==> src/design/rtpsnt_pkg.sv <==
package rtpsnt_pkg;

   localparam int DEPTH = 1024;
   localparam int AW    = $clog2(DEPTH);
   localparam int CW    = $clog2(DEPTH + 1);
   localparam int SEQ_W = 16;
   localparam logic [SEQ_W-1:0] DEPTH_SEQ = SEQ_W'(DEPTH);

   localparam logic [2:0] CMD_TRANSLATE = 3'd0;
   localparam logic [2:0] CMD_LOOKUP    = 3'd1;
   localparam logic [2:0] CMD_GENERATE  = 3'd2;
   localparam logic [2:0] CMD_REVERSE   = 3'd3;
   localparam logic [2:0] CMD_RESTART   = 3'd4;

   localparam logic [1:0] KIND_VALID   = 2'd0;
   localparam logic [1:0] KIND_SKIP    = 2'd1;
   localparam logic [1:0] KIND_DISCARD = 2'd2;
   localparam logic [1:0] KIND_GEN     = 2'd3;

   localparam logic CSR_SEQ_BITS    = 1'b0;
   localparam logic CSR_WINDOW_SPAN = 1'b1;

   typedef struct packed {
      logic [SEQ_W-1:0] in_seq;
      logic [SEQ_W-1:0] out_seq;
      logic [1:0]       kind;
   } entry_type;

   typedef enum logic [3:0] {
      OP_NONE, OP_CLEAR, OP_LOAD, OP_FIRST, OP_STALE, OP_GAP_SETUP, OP_GAP_STEP,
      OP_AHEAD, OP_LOOKUP, OP_INPLACE, OP_MARK, OP_GEN, OP_REVERSE, OP_RESTART,
      OP_ZERO, OP_PUSH
   } dp_op_type;

   typedef struct packed {
      dp_op_type op;
   } dp_ctl_type;

   typedef struct packed {
      logic [2:0] cmd;
      logic       started;
      logic       stale;
      logic       ahead;
      logic       fwd_kind_valid;
      logic       gap_zero;
      logic       clr_last;
      logic       rsp_busy;
   } dp_sts_type;

   // a before b in modular sequence order
   function automatic logic seq_less(input logic [SEQ_W-1:0] a, input logic [SEQ_W-1:0] b,
                                     input logic [SEQ_W-1:0] mask,
                                     input logic [SEQ_W-1:0] half);
      logic [SEQ_W-1:0] d;
      d = (b - a) & mask;
      return (d != '0) && (d < half);
   endfunction

endpackage

==> src/design/rtpsnt_ctrl.sv <==
module rtpsnt_ctrl
   import rtpsnt_pkg::*;
(
   input  logic       clock,
   input  logic       reset,
   input  logic       req_tvalid,
   output logic       req_tready,
   input  dp_sts_type sts,
   output dp_ctl_type ctl
);

   typedef enum logic [3:0] {
      ST_CLEAR, ST_IDLE, ST_DECODE, ST_GAP_SETUP, ST_GAP, ST_GAP_FIN, ST_RD1, ST_RD2, ST_DONE
   } state_type;

   state_type state_ff, state_in;
   logic      restart_pend_ff, restart_pend_in;

   always_ff @(posedge clock) begin
      if (reset) begin
         state_ff        <= ST_CLEAR;
         restart_pend_ff <= 1'b0;
      end else begin
         state_ff        <= state_in;
         restart_pend_ff <= restart_pend_in;
      end
   end

   assign req_tready = (state_ff == ST_IDLE);

   always_comb begin
      state_in        = state_ff;
      restart_pend_in = restart_pend_ff;
      ctl.op          = OP_NONE;
      case (state_ff)
         ST_CLEAR: begin
            ctl.op = OP_CLEAR;
            if (sts.clr_last) begin
               state_in        = restart_pend_ff ? ST_DONE : ST_IDLE;
               restart_pend_in = 1'b0;
            end
         end
         ST_IDLE: begin
            if (req_tvalid) begin
               ctl.op   = OP_LOAD;
               state_in = ST_DECODE;
            end
         end
         ST_DECODE: begin
            state_in = ST_DONE;
            case (sts.cmd)
               CMD_TRANSLATE: begin
                  if (!sts.started) ctl.op = OP_FIRST;
                  else if (sts.stale) ctl.op = OP_STALE;
                  else if (sts.ahead) state_in = ST_GAP_SETUP;
                  else state_in = ST_RD1;
               end
               CMD_LOOKUP, CMD_REVERSE: state_in = ST_RD1;
               CMD_GENERATE: ctl.op = OP_GEN;
               CMD_RESTART: begin
                  if (sts.started) begin
                     ctl.op          = OP_RESTART;
                     state_in        = ST_CLEAR;
                     restart_pend_in = 1'b1;
                  end else begin
                     ctl.op = OP_ZERO;
                  end
               end
               default: ctl.op = OP_ZERO;
            endcase
         end
         ST_GAP_SETUP: begin
            ctl.op   = OP_GAP_SETUP;
            state_in = ST_GAP;
         end
         ST_GAP: begin
            if (sts.gap_zero) state_in = ST_GAP_FIN;
            else ctl.op = OP_GAP_STEP;
         end
         ST_GAP_FIN: begin
            ctl.op   = OP_AHEAD;
            state_in = ST_DONE;
         end
         ST_RD1: begin
            state_in = ST_DONE;
            case (sts.cmd)
               CMD_LOOKUP:  ctl.op = OP_LOOKUP;
               CMD_REVERSE: ctl.op = OP_REVERSE;
               CMD_TRANSLATE: begin
                  if (sts.fwd_kind_valid) state_in = ST_RD2;
                  else ctl.op = OP_INPLACE;
               end
               default: ctl.op = OP_ZERO;
            endcase
         end
         ST_RD2: begin
            ctl.op   = OP_MARK;
            state_in = ST_DONE;
         end
         ST_DONE: begin
            if (!sts.rsp_busy) begin
               ctl.op   = OP_PUSH;
               state_in = ST_IDLE;
            end
         end
         default: state_in = ST_CLEAR;
      endcase
   end

endmodule

==> config.mk <==
export PLATFORM = sky130hd
export DESIGN_NAME = rtpsnt_ctrl
export DESIGN_NICKNAME = d
export VERILOG_FILES = /design/src/design/rtpsnt_pkg.sv /design/src/design/rtpsnt_ctrl.sv
export SDC_FILE = /design/constraint.sdc
export NUM_CORES = 1
export LEC_CHECK = 0
export BUFFER_PORTS_ARGS = -buffer_cell sky130_fd_sc_hd__buf_2
export CAP_MARGIN = 15
export CORE_MARGIN = 8
export CORE_UTILIZATION = 35
export DETAILED_ROUTE_END_ITERATION = 10
export PLACE_DENSITY = 0.58
export SLEW_MARGIN = 30
export SYNTH_ARGS = -nofsm -noshare
export SYNTH_HDL_FRONTEND = slang
export SYNTH_SLANG_ARGS = --single-unit
==> constraint.sdc <==
create_clock -name clock -period 3.8 [get_ports clock]
set_input_delay 0.38 -clock clock [delete_from_list [all_inputs] [get_ports clock]]
set_output_delay 0.38 -clock clock [all_outputs]
set_load 0.05 [all_outputs]
==> results.sh, run 1 <==
export IMPL_seq_area_frac_synth_pct=15.2
export IMPL_fmax_mhz=378
export IMPL_maxSlewHeadroom_pct=55.5
export IMPL_die_y_um=59.3
export IMPL_clock_latency_ps=250
export IMPL_clock_sinks=5
export IMPL_htreeDepth=1
export IMPL_required_ps=3420
export IMPL_synth_cell_type_count=37
export IMPL_initial_utilization_pct=37.6
export IMPL_synth_most_common_cell="nand2_1"
export IMPL_yosys_top_cells_count="14 x nand2_1, 13 x nor2_1, 13 x o21ai_0, 7 x a21oi_1, 7 x clkbuf_1"
export IMPL_power_leakage_nw=0.288
export IMPL_status="finished clean"
export IMPL_cts_tree="built"
export IMPL_fill_cells=211
export IMPL_synth_async_reset_ratio_pct=0
export IMPL_vias_per_cell=5.66
export IMPL_first_pass_iters=4
export IMPL_nets=132
export IMPL_drive_gt1_share_pct=19.5
export IMPL_clkTransAtPathRegs_ps=50
export IMPL_setup_tns_final_ps=0
export IMPL_drc=0
export IMPL_clock_tree_root_cell="clkbuf_4"
export IMPL_worstHoldPathType="in -> reg"
export IMPL_synth_flop_cell="dfxtp_1"
export IMPL_grt_pass1_wl_mm=3.39
export IMPL_rsz0062_at_grt="false"
export IMPL_cp_end_kind="primary output"
export IMPL_synthCells=106
export IMPL_ant_nets=0
export IMPL_place_hpwl_mm=1.49
export IMPL_dieArea_mm2=0.00352
export IMPL_synth_fp_nets=119
export IMPL_cts_buffer_depth=2
export IMPL_grt_max_degree=23
export IMPL_cp_cell_sequence="or4b_4 -> nor2_1 -> nand2_1 -> o311a_1 -> o21ai_0 -> buf_2"
export IMPL_num_vias=809
export IMPL_n_antenna_cell=0
export IMPL_synth_edf_count=0
export IMPL_drv_cap=0
export IMPL_cp_slowest_cell="dfxtp_1"
export IMPL_syn_area_um2=657
export IMPL_syn_area_per_cell_um2=6.20
export IMPL_grt_use_total_pct=12.1
export IMPL_fin_crit_ps=2650
export IMPL_cts_hold_buf=0
export IMPL_utilization_pct=43.9
export IMPL_syn_to_final_growth_pct=16.6
export IMPL_io_pin_count=18
export IMPL_ys_warn_count=0
export IMPL_rows=15
export IMPL_fin_crit_sh_pct=69.7
export IMPL_crit_path_start_kind="register"
export IMPL_routedWlPerCell_um=13.9
export IMPL_first_global_vias=780
export IMPL_antenna_found_initial=0
export IMPL_coreArea_mm2=0.00175
export IMPL_globalRoute_totalOverflow=0
export IMPL_finalWirelength_mm=1.99
export IMPL_drt_iter0_drc=17
export IMPL_max_vdd_ir_drop_mv=0.222
export IMPL_slowest_delay_ps=700
export IMPL_synth_area_top_cells="dfxtp_1 15%, o21ai_0 9.9%, nand2_1 8.0%, nor2_1 7.4%, a21oi_1 5.3%"
export IMPL_ys_ff_latch=5
export IMPL_slew_viol_final=0
export IMPL_worst_pin_slew_ps=667
export IMPL_die_w_um=59.3
export IMPL_worstSetupPathType="reg -> out"
export IMPL_cts_repair_resized=0
export IMPL_final_hold_violation_count=0
export IMPL_yosysTopAreaCellShare_pct=15.2
export IMPL_setup_violations=0
export IMPL_io_buffer_count=17
export IMPL_cts_inserted_buffers=3
export IMPL_power_density_mw_per_mm2=451
export IMPL_gp_congestion=0.763
export IMPL_crit_fanout=20
export IMPL_post_cts_buffers=0
export IMPL_arrival_ps=2270
export IMPL_yosysTopAreaCell="dfxtp_1"
export IMPL_fin_skew_ps=1.79
-- logic make-up after synthesis --
kind of cell              synth area share [%]
AOI/OAI and AO/OA                         35.0
xor gates and xnor gates                  1.33
buffers and inverters                     6.86
DFF                                       15.2
and+or+nand+nor                           41.5
-- flip-flops by register name, summed over array words and instances, names as in the netlist --
signal	flops
state_ff	4
restart_pend_ff	1
-- routing by layer --
layer | up-vias | global-route usage, % | wire, um
met2 | 18 | 18.3 | 892
met4 | 0 | 5.46 | 0
met1 | 377 | 15.9 | 1030
li1 | 414 | - | -
met3 | 0 | 2.17 | 71
met5 | - | 0 | 0
-- final timing paths --
check,cells past startpoint,slack [ps],endpoint,startpoint
hold reg to reg,2,550,restart_pend_ff,restart_pend_ff
setup reg to reg,4,1780,state_ff[2],state_ff[1]
setup / recovery,6,1150,ctl[0],state_ff[1]
hold / removal,2,370,restart_pend_ff,reset
-- final cells by class --
class / count / area (um^2) / share of cell area [%]
repair buffers: 17 / 85.1 / 11.1
multi-input cells: 89 / 512 / 66.8
inverters: 3 / 11.3 / 1.47
well taps: 25 / 31.3 / 4.08
clock buffers: 4 / 26.3 / 3.43
flip-flops and latches: 5 / 100 / 13.1
-- report_power, final --
part	internal [mW]	total (mW)	switching, mW
registers	0.0591	0.0919	0.0328
logic	0.0631	0.187	0.124
clock network	0.0400	0.0662	0.0262
total	0.162	0.346	0.183
-- through the flow --
| stage | hold WS, ps | cells | total power, mW | cell area (um^2) | worst slack (ps) |
|---|---|---|---|---|---|
| 6_report | 369 | 143 | 0.346 | 766 | 1150 |
| 3_5_place_dp | 529 | 139 | 0.279 | 739 | 1440 |
| 5_1_grt | 382 | 143 | 0.374 | 766 | 1020 |
| 4_1_cts | 358 | 143 | 0.348 | 766 | 1150 |
| 3_3_place_gp | 534 | 139 | 0.279 | 739 | 1490 |
| 2_1_floorplan | 452 | 106 | 0.236 | 657 | 1330 |
-- layout by cell type, fill, tap and decap left out, types with 2 or more instances in the layout --
cell	instances
a21o_1	2
nand2b_1	2
nor3_1	4
nand3_1	4
nor2b_1	4
o21ai_0	13
o31ai_1	2
nor2_1	13
inv_1	3
clkbuf_4	3
nand2_1	14
buf_2	17
a31oi_1	2
dfxtp_1	5
a21oi_1	7
-- critical path: cells and delay by family (launching register included) --
family / cells / cell delay (ps)
buf+inv: 1 / 290
simple gates: 3 / 810
compound gates: 2 / 210
flops: 1 / 700
No activity file was read; power rests on OpenSTA's default activity.
==> inputs of run 2 (changes only) <==
Settings changed: PLACE_DENSITY 0.58 to 0.6.
Clock period 3.8 ns to 2.2 ns, I/O delays scaled along.
==> run 2 against run 1 <==
Die area is the same. Core utilization grew 1.7 points. Non-clock buffer count grew 4. Hold slack lost 150 ps. Critical path type unchanged.
==> results.sh, run 2 (synthesized netlist as in run 1, its figures left out) <==
export IMPL_largest_reg_flops=4
export IMPL_worst_pin_slew_ps=362
export IMPL_antenna_found_initial=0
export IMPL_io_pin_count=18
export IMPL_place_inst=143
export IMPL_max_vdd_ir_drop_mv=0.318
export IMPL_power_density_mw_per_mm2=761
export IMPL_drc=0
export IMPL_worstHoldPathType="in -> reg"
export IMPL_globalRoute_totalOverflow=0
export IMPL_num_vias=843
export IMPL_hold_ws_ps=219
export IMPL_fin_crit_sh_pct=94.1
export IMPL_clkTransAtPathRegs_ps=50
export IMPL_finalWirelength_mm=2.07
export IMPL_clock_tree_root_cell="clkbuf_4"
export IMPL_worstSetupPathType="reg -> out"
export IMPL_multi_input_area_um2=512
export IMPL_routedWlPerCell_um=14.1
export IMPL_htreeDepth=1
export IMPL_n_antenna_cell=0
export IMPL_first_global_vias=730
export IMPL_drive_gt1_share_pct=22.1
export IMPL_dieArea_mm2=0.00352
export IMPL_coreArea_mm2=0.00175
export IMPL_cts_repair_resized=0
export IMPL_fin_total_pwr_mw=0.606
export IMPL_final_hold_violation_count=0
export IMPL_arrival_ps=1850
export IMPL_fill_cells=206
export IMPL_fmax_mhz=483
export IMPL_place_hpwl_mm=1.47
export IMPL_vias_per_cell=5.73
export IMPL_drt_iter0_drc=28
export IMPL_clock_latency_ps=240
export IMPL_regMostFlops="state_ff"
export IMPL_grt_use_total_pct=12.1
export IMPL_status="finished clean"
export IMPL_cts_inserted_buffers=3
export IMPL_post_cts_buffers=0
export IMPL_fin_skew_ps=5.29
export IMPL_largestRegisters="state_ff x4, restart_pend_ff x1"
export IMPL_clock_sinks=5
export IMPL_die_w_um=59.3
export IMPL_maxSlewHeadroom_pct=75.8
export IMPL_power_leakage_nw=0.309
export IMPL_io_buffer_count=17
export IMPL_crit_fanout=3
export IMPL_cp_end_kind="primary output"
export IMPL_drv_cap=0
export IMPL_die_y_um=59.3
export IMPL_seqCellArea_um2=100
export IMPL_cts_buffer_depth=2
export IMPL_grt_pass1_wl_mm=3.35
export IMPL_required_ps=1980
export IMPL_cts_hold_buf=0
export IMPL_cts_tree="built"
export IMPL_crit_path_start_kind="register"
export IMPL_slew_viol_final=0
export IMPL_rows=15
export IMPL_setup_tns_final_ps=0
export IMPL_gp_congestion=0.846
export IMPL_setup_violations=0
export IMPL_layout_commonest_cell="buf_2"
export IMPL_grt_max_degree=22
export IMPL_first_pass_iters=4
export IMPL_nets=136
export IMPL_ant_nets=0
export IMPL_rsz0062_at_grt="false"
export IMPL_syn_to_final_growth_pct=21.1
export IMPL_fin_crit_ps=2070
export IMPL_initial_utilization_pct=37.6
export IMPL_final_cell_mix="17 x buf_2, 14 x nand2_1, 13 x nor2_1"
export IMPL_fin_cells=147
[run 2: changes by cell type in the layout (fill, tap and decap cells not counted), sizes merged]
| cell | delta |
|---|---|
| buf | +4 |
[run 2: per-stage QoR]
step | setup WS [ps] | cell area (um^2) | utilization [%]
2_1_floorplan | 57.3 | 657 | -
3_3_place_gp | 428 | 769 | 44.1
3_5_place_dp | 419 | 769 | 44.1
4_1_cts | 125 | 796 | 45.6
5_1_grt | 51.9 | 796 | 45.6
6_report | 129 | 796 | 45.6
[run 2: report_power, final]
part           switching (mW)  total, mW  internal, mW
clock network          0.0381      0.107        0.0686
logic                   0.268      0.392         0.124
registers             0.00537      0.108         0.102
[run 2: cell type report]
class / count / share of cell area [%]
clock buffers: 4 / 3.30
well taps: 25 / 3.93
inverters: 3 / 1.42
repair buffers: 21 / 14.5
flip-flops and latches: 5 / 12.6
multi-input cells: 89 / 64.3
[run 2: final timing paths]
kind                                      start         endpoint  slack, ps  cells past startpoint
worst max-delay path                state_ff[2]           ctl[0]        130                      6
worst min register to register  restart_pend_ff  restart_pend_ff        590                      2
worst max register to register      state_ff[2]      state_ff[2]        600                      4
worst min-delay path                      reset  restart_pend_ff        220                      2
[run 2: per-layer routing]
metal | share of wire [%] | wire, um | GRT usage (%)
met3 | 5.9 | 122 | 2.17
met4 | 1.1 | 23 | 6.14
met2 | 46 | 948 | 17.7
met5 | 0 | 0 | 0
met1 | 47 | 971 | 16.2
[run 2: critical path, stage by stage (launching register included)]
cell     delay, ps
dfxtp_1        300
or4b_4         550
nor2_1         200
nand2_1         90
o311a_1        130
o21ai_1         70
buf_2          270
